**config.mk**
```make
export PLATFORM = sky130hd
export DESIGN_NAME = bpa_alu
export DESIGN_NICKNAME = d
export VERILOG_FILES = /design/src/rtl/bpa_pkg.sv /design/src/rtl/bpa_alu.sv
export SDC_FILE = /design/constraint.sdc
export NUM_CORES = 1
export LEC_CHECK = 0
export BUFFER_PORTS_ARGS = -buffer_cell sky130_fd_sc_hd__buf_4
export CAP_MARGIN = 30
export CORE_ASPECT_RATIO = 1.75
export CORE_MARGIN = 2
export CORE_UTILIZATION = 50
export DETAILED_ROUTE_END_ITERATION = 16
export GPL_TIMING_DRIVEN = 0
export PLACE_DENSITY = 0.94
export RECOVER_POWER = 25
export SYNTH_ARGS = -nofsm -noshare
export SYNTH_HDL_FRONTEND = slang
export SYNTH_SLANG_ARGS = --single-unit
```
**constraint.sdc**
```tcl
create_clock -name vclk -period 7.3
set_clock_uncertainty 0.05 [all_clocks]
set_input_delay 1.46 -clock vclk [all_inputs]
set_output_delay 1.46 -clock vclk [all_outputs]
set_load 0.01 [all_outputs]
```
**src/rtl/bpa_pkg.sv**
```systemverilog
// Shared types and constants of the bitmap page allocator.
// No dependencies; every other file of the block uses this package.
package bpa_pkg;

    localparam int ADDR_W   = 48;
    localparam int CMD_W    = 2;
    localparam int STATUS_W = 3;
    localparam int RANGE_W  = 4;
    localparam int BYTE_W   = 8;

    // Page geometry is fixed: page size must stay a power of two.
    localparam int PAGE_SHIFT   = 12;
    localparam int PAGE_BYTES   = 1 << PAGE_SHIFT;
    localparam int HEADER_BYTES = 24;

    localparam int DEF_NUM_RANGES      = 8;
    localparam int DEF_PAGES_PER_RANGE = 4096;

    // Region bases at or below this address are ignored.
    localparam logic [ADDR_W-1:0] LOW_LIMIT = 48'h0000_0001_0000;
    localparam logic [BYTE_W-1:0] BIT_MSB   = 8'b1000_0000;

    localparam logic [CMD_W-1:0] CMD_ADD     = 2'd0;
    localparam logic [CMD_W-1:0] CMD_ALLOC   = 2'd1;
    localparam logic [CMD_W-1:0] CMD_RELEASE = 2'd2;

    typedef enum logic [STATUS_W-1:0] {
        STS_OK        = 3'd0,
        STS_IGNORED   = 3'd1,
        STS_FULL      = 3'd2,
        STS_NO_MEM    = 3'd3,
        STS_BAD_RANGE = 3'd4,
        STS_BAD_ADDR  = 3'd5
    } t_status;

    typedef struct packed {
        logic [ADDR_W-1:0] a;
        logic [ADDR_W-1:0] b;
        logic              sub;
    } t_alu_req;

endpackage

```
**src/rtl/bpa_alu.sv**
```systemverilog
// Shared 48-bit add/subtract unit with carry out, used by the add-check, allocate-address and release steps.
// Depends on bpa_pkg (t_alu_req).
module bpa_alu (
    input  bpa_pkg::t_alu_req           i_req,
    output logic [bpa_pkg::ADDR_W-1:0]  o_sum,
    output logic                        o_carry
);
    import bpa_pkg::*;

    logic [ADDR_W-1:0] b_op;
    logic [ADDR_W:0]   full;

    // Subtract as a + ~b + 1; carry high means no borrow (a >= b).
    assign b_op = i_req.sub ? ~i_req.b : i_req.b;
    assign full = {1'b0, i_req.a} + {1'b0, b_op} + {{ADDR_W{1'b0}}, i_req.sub};
    assign o_sum   = full[ADDR_W-1:0];
    assign o_carry = full[ADDR_W];

endmodule

```
**Word-level counts from Yosys, hierarchy flattened**

Index checks and enable logic that the tools add are counted.

- Bits in registers: 0
- Output and inout port bits: 49

- Bitwise logic cells: 1
- Add/subtract/negate cells: 2
- Multiplexer cells: 1

Operators by type and width:

| operator | number |
|---|---|
| $add A48 B48 Y49 | 1 |
| $add A49 B1 Y49 | 1 |
| $mux W48 | 1 |
| $not A48 Y48 | 1 |

**Depth between registers and ports, before layout**

Gate-level depths: netlist (run 1).

- Depth after elaboration: 4
- Mapped depth: 14
- Depth with buffers taken out: 12

**Worst setup path before layout (run 1)**

OpenSTA, ideal clock, no wires.

- Path type: input -> output
- Start: in i_req[0] (netlist name)
- End: out o_sum[36] (netlist name)
- Stages: 13
- Path buffers: 2
- Path slack: 1020 ps
- Data arrival time: 4770 ps
- Cells stage by stage: clkbuf_1 buf_1 xor2_1 ha_1 nor2b_4 o311a_4 or3_4 a211oi_4 a21oi_2 a21o_1 a21oi_2 o311ai_1 xor2_1

- Longest elaborated chain between the ends: 3

RTL lines:

| what | RTL line | RTL |
|---|---|---|
| start, declared | bpa_alu.sv:4 | `input bpa_pkg::t_alu_req i_req,` |
| $mux W48 | bpa_alu.sv:14 | `assign b_op = i_req.sub ? ~i_req.b : i_req.b;` |
| $add A48 B48 Y49 | bpa_alu.sv:15 | `assign full = {1'b0, i_req.a} + {1'b0, b_op} + {{ADDR_W{1'b0}}, i_req.sub};` |
| $add A49 B1 Y49 * | bpa_alu.sv:15 |  |
| end, declared | bpa_alu.sv:5 | `output logic [bpa_pkg::ADDR_W-1:0] o_sum,` |

Every way passes the cells marked *; elsewhere a longest branch is shown, timed or not.

**Worst setup path after layout (run 1)**

- Start: in i_req[0] (netlist name)
- End: out o_sum[45] (netlist name)

The elaborated chain is that of the path after synthesis.

==> summary.md, run 1 <==
| Metric | Value |
|---|---|
| Placed Instances | 686 |
| Setup repair bufs after CTS | 0 |
| GRT Overall Usage | 29.2% |
| HP Start | i_req[49] |
| Antenna fix cells | 0 |
| Die Span Y | 111 um |
| Slew @ Worst Pin | 0.843 ns |
| Hold Violations, Final | 0 |
| Fin crit period | 6.85 ns |
| Final Non-Filler Cells | 685 |
| Startpoint Class | primary input |
| Yosys top cell area share | 19.2% |
| Nets | 755 |
| Die Area | 7190 um2 |
| GRT Residual Overflow | 0 |
| Vias per cell | 5.90 |
| Static Leak | 2.17 nW |
| Initial DRC Count | 196 |
| Vias in the first global route | 4,143 |
| Register Area | 0 um2 |
| Final slew viol count | 0 |
| Initial Util | 52.2% |
| Netlist cell types | 60 |
| Commonest cells after routing, fill and taps aside | buf_4 (141), xor2_1 (60), a21oi_1 (57) |
| PD cells | 152 nW/um2 |
| Core ar. | 6230 um2 |
| Hold_buf cts | 0 |
| Worst hold slack | 3.16 ns |
| Initial antenna violation count | 0 |
| Syn. warnings | 0 |
| Final count of negative-setup-slack endpoints | 0 |
| RSZ-0062 raised after global routing | no |
| I/O Buffers | 146 |
| Worst vdd ir | 0.0000811 V |
| Synth area leaders | ha_1 (19%), xor2_1 (16%), xnor2_1 (8.9%) |
| Required time of the critical path | 5.79 ns |
| Status | finished clean |
| Clock buf count | 0 |
| Die Span X | 65.0 um |
| Rel. slew slack | 43.8% |
| Final period util | 93.8% |
| Avg Inst Size Synth | 7.07 um2 |
| Num ports | 146 |
| Area delta synth->final | 35.8% |
| First-pass DRT Iterations | 7 |
| Final core utilization | 70.9% |
| Sequential area share after synthesis | 0% |
| Hpwl dp | 9280 um |
| Design Power | 0.670 mW |
| Hold endpoint | o_sum[0] |
| FFs & Latches | 0 |
| Hold Crit Class | primary input to primary output |
| Syn Inst Count | 460 |
| Critical path class | primary input to primary output |
| Worst slack, placed | 0.0860 ns |
| Max FO, Critical Path | 12 |
| Cell area after synthesis | 3250 um2 |
| Crit path DAT | 5.34 ns |
| Multi-input gate area | 3120 um2 |
| Max-cap viol count | 0 |
| Pin count of the biggest net entering global routing | 11 |
| Area leader, netlist | ha_1 |
| Placed Area | 4450 um2 |
| Filler cell count in the final layout | 540 |
| Most common cell after layout, fill and taps aside | buf_4 |
| Rows | 38 |
| Wire per inst | 15.7 um |
| Layout Cell Area excl Fill | 4420 um2 |
| Detail Route Antenna Nets | 0 |
| Share of layout cells above drive strength 1 | 26.0% |
| Routed wire length | 10,800 um |
| DRC | 0 |
| Syn Nets | 608 |
| RePlAce Congestion | 0.891 |
| First-pass GRT wire length | 17,500 um |
| Crit end category | primary output |
| Worst setup margin | 0.451 ns |
| Vias | 4,043 |
| Fmax | 146 MHz |
| TNS Setup | 0 ns |
| Worst hold path cell count | 3 |
-- power by group --
| part | internal, mW | switching (mW) | leakage, nW |
|---|---|---|---|
| logic | 0.312 | 0.357 | 2.17 |
| registers | 0 | 0 | 0 |
| clock network | 0 | 0 | 0 |
| total | 0.312 | 0.357 | 2.17 |
-- cell families (layout without fill, tap and decap cells) --
logic type / Yosys count / count (layout) / share of synthesized area (%)
muxes: 2 / 2 / 0.615
AOI/OAI and AO/OA: 157 / 157 / 31.6
and+or+nand+nor: 126 / 126 / 19.3
xor gates and xnor gates: 93 / 93 / 25.0
buffers and inverters: 31 / 176 / 3.58
adders and majority gates: 51 / 51 / 19.8
-- critical path, stage by stage --
cell     delay [ns]
buf_4          0.20
buf_1          0.66
xor2_1         0.16
ha_1           0.42
nor3_1         0.08
nor2_1         0.23
o21ai_0        0.15
a22oi_1        0.53
a31oi_1        0.30
o21ai_2        0.30
a21oi_2        0.13
o41ai_1        0.39
xor2_1         0.18
buf_4          0.14
-- layout make-up --
cell class,instances,share of cell area [%]
Buffer,14,1.25
Inverter,16,1.36
Multi-Input combinational cell,429,70.7
Tap cell,80,2.27
Timing Repair Buffer,146,24.4
-- cells in the mapped netlist (2+ instances only) --
| master | count |
|---|---|
| and2_1 | 4 |
| o31ai_2 | 2 |
| nor2b_1 | 4 |
| mux2i_1 | 2 |
| o211ai_1 | 2 |
| nor3_1 | 10 |
| a21oi_2 | 4 |
| a21o_1 | 19 |
| nand4_1 | 10 |
| nor4_1 | 2 |
| a2111oi_0 | 2 |
| o22ai_1 | 2 |
| o21bai_1 | 6 |
| buf_1 | 4 |
| xor2_1 | 60 |
| nand3_1 | 6 |
| nand2b_1 | 5 |
| inv_1 | 16 |
| clkbuf_1 | 11 |
| o21ai_0 | 13 |
| xnor2_1 | 33 |
| a211o_1 | 2 |
| a21boi_1 | 3 |
| or2_2 | 3 |
| and3_1 | 3 |
| nor2_1 | 24 |
| ha_1 | 50 |
| nand2_1 | 41 |
| a21oi_1 | 57 |
| a31oi_1 | 4 |
| or3_1 | 7 |
| o21ai_1 | 17 |
| o21a_1 | 5 |
-- per-layer routing --
layer	GRT usage (%)	routed length [um]	up-vias
li1	-	-	1963
met1	28.0	3670	1843
met2	58.9	5960	194
met3	3.15	669	43
met4	12.3	469	0
met5	0	0	-
-- worst max path at each step --
stage,slack [ns],endpoint,startpoint
final,0.45,o_sum[45],i_req[0]
after global routing,0.21,o_sum[45],i_req[0]
after CTS,0.08,o_sum[45],i_req[0]
after detailed placement,0.09,o_sum[45],i_req[0]
after global placement,0.13,o_sum[45],i_req[0]
after floorplan,1.02,o_sum[36],i_req[0]
-- what timing repair did --
item / CTS / global route
setup endpoints to repair: 0 / 6
endpoints found under the hold margin: 0 / 0
gates resized for setup: 0 / 4
(Power assumes the default switching activity.)
==> run 2, diff against run 1 <==
- REMOVE_ABC_BUFFERS: unset -> 1
==> summary.md, run 2 (same netlist as run 1, synthesis figures left out) <==
| Metric | Value |
|---|---|
| Status | finished clean (unchanged) |
| Register Area | 0 um2 (unchanged) |
| Vias per cell | 5.89 (was 5.90) |
| Worst vdd ir | 0.0000850 V (was 0.0000811 V) |
| Antenna fix cells | 0 (unchanged) |
| DRC | 0 (unchanged) |
| Share of layout cells above drive strength 1 | 25.9% (was 26.0%) |
| Hold endpoint | o_sum[0] (unchanged) |
| Max-cap viol count | 0 (unchanged) |
| Die Span Y | 111 um (unchanged) |
| Rel. slew slack | 45.5% (was 43.8%) |
| PD cells | 151 nW/um2 (was 152 nW/um2) |
| RePlAce Congestion | 0.913 (was 0.891) |
| Final period util | 94.2% (was 93.8%) |
| Crit end category | primary output (unchanged) |
| RSZ-0062 raised after global routing | no (unchanged) |
| Static Leak | 2.14 nW (was 2.17 nW) |
| Fmax | 145 MHz (was 146 MHz) |
| Vias | 3,954 (was 4,043) |
| Max FO, Critical Path | 48 (was 12) |
| Setup repair bufs after CTS | 0 (unchanged) |
| First-pass DRT Iterations | 4 (was 7) |
| Placed Instances | 671 (was 686) |
| Die Area | 7190 um2 (unchanged) |
| First-pass GRT wire length | 16,300 um (was 17,500 um) |
| Die Span X | 65.0 um (unchanged) |
| Initial DRC Count | 233 (was 196) |
| Worst slack, placed | 0.786 ns (was 0.0860 ns) |
| Num ports | 146 (unchanged) |
| Core ar. | 6230 um2 (unchanged) |
| Crit path DAT | 5.37 ns (was 5.34 ns) |
| Hold Violations, Final | 0 (unchanged) |
| Routed wire length | 10,100 um (was 10,800 um) |
| Worst hold path cell count | 3 (unchanged) |
| Required time of the critical path | 5.79 ns (about the same) |
| I/O Buffers | 146 (unchanged) |
| Final count of negative-setup-slack endpoints | 0 (unchanged) |
| Final slew viol count | 0 (unchanged) |
| Hpwl dp | 8630 um (was 9280 um) |
| GRT Overall Usage | 26.7% (was 29.2%) |
| FFs & Latches | 0 (unchanged) |
| Final Non-Filler Cells | 671 (was 685) |
| GRT Residual Overflow | 0 (unchanged) |
| Clock buf count | 0 (unchanged) |
| Worst setup margin | 0.424 ns (was 0.451 ns) |
| Worst hold slack | 3.14 ns (was 3.16 ns) |
| Detail Route Antenna Nets | 0 (unchanged) |
| Slew @ Worst Pin | 0.812 ns (was 0.843 ns) |
| Area delta synth->final | 33.6% (was 35.8%) |
| Vias in the first global route | 4,108 (was 4,143) |
| TNS Setup | 0 ns (unchanged) |
| Wire per inst | 15.0 um (was 15.7 um) |
| Nets | 741 (was 755) |
| Startpoint Class | primary input (unchanged) |
| Hold_buf cts | 0 (unchanged) |
| Most common cell after layout, fill and taps aside | buf_4 (unchanged) |
| Hold Crit Class | primary input to primary output (unchanged) |
| Commonest cells after routing, fill and taps aside | buf_4 (139), xor2_1 (60), a21oi_1 (57) (was buf_4 (141), xor2_1 (60), a21oi_1 (57)) |
| Initial antenna violation count | 0 (unchanged) |
| Fin crit period | 6.88 ns (was 6.85 ns) |
| HP Start | i_req[49] (unchanged) |
| Rows | 38 (unchanged) |
| Pin count of the biggest net entering global routing | 49 (was 11) |
| Post-cts sizing count | 0 (unchanged) |
| Initial Util | 52.2% (unchanged) |
| Critical path class | primary input to primary output (unchanged) |
## run 2: worst max-delay path, cell delays in order
cell       delay, ns
buf_4           0.59
xor2_1          0.14
ha_1            0.38
nor2b_1         0.20
o311a_4         0.33
or3_4           0.40
a211oi_1        0.67
a211oi_1        0.23
o31ai_2         0.32
a21oi_1         0.18
mux2i_1         0.17
o2111ai_1       0.11
buf_4           0.16
## run 2: how the worst max path moves through the flow
| stage | end | start | cells past startpoint |
|---|---|---|---|
| floorplan | o_sum[36] | i_req[0] | 11 |
| CTS | o_sum[45] | i_req[0] | 13 |
| detailed placement | o_sum[41] | i_req[0] | 13 |
| global placement | o_sum[45] | i_req[0] | 13 |
| finish | o_sum[46] | i_req[0] | 13 |
| global route | o_sum[46] | i_req[0] | 13 |
## run 2: cell type report
class / count / area [um2]
fill: 530 / 1880
inverter: 16 / 60.1
multi-input combinational: 429 / 3120
tap: 80 / 100
timing repair buffer: 146 / 1070
## run 2: per-layer routing
metal  track usage [%]  vias to the layer above  routed length (um)
met5                 0                        -                   0
met4              12.3                        0                 452
met3              3.05                       46                 596
met2              55.3                      182                5620
met1              23.8                     1791                3400
li1                  -                     1935                   -
## run 2: per-stage QoR
| step | total power [mW] | utilization, % | cell area, um2 |
|---|---|---|---|
| after floorplan | 0.402 | - | 3200 |
| after global placement | 0.649 | 70.5 | 4390 |
| after detailed placement | 0.662 | 70.5 | 4390 |
| after CTS | 0.666 | 70.5 | 4390 |
| after global routing | 0.711 | 69.8 | 4350 |
| final | 0.655 | 69.8 | 4350 |
## run 2: power breakdown
group	switching, mW	leakage [nW]	internal (mW)
Combinational	0.346	2.14	0.309
Sequential	0	0	0
Clock	0	0	0
Total	0.346	2.14	0.309
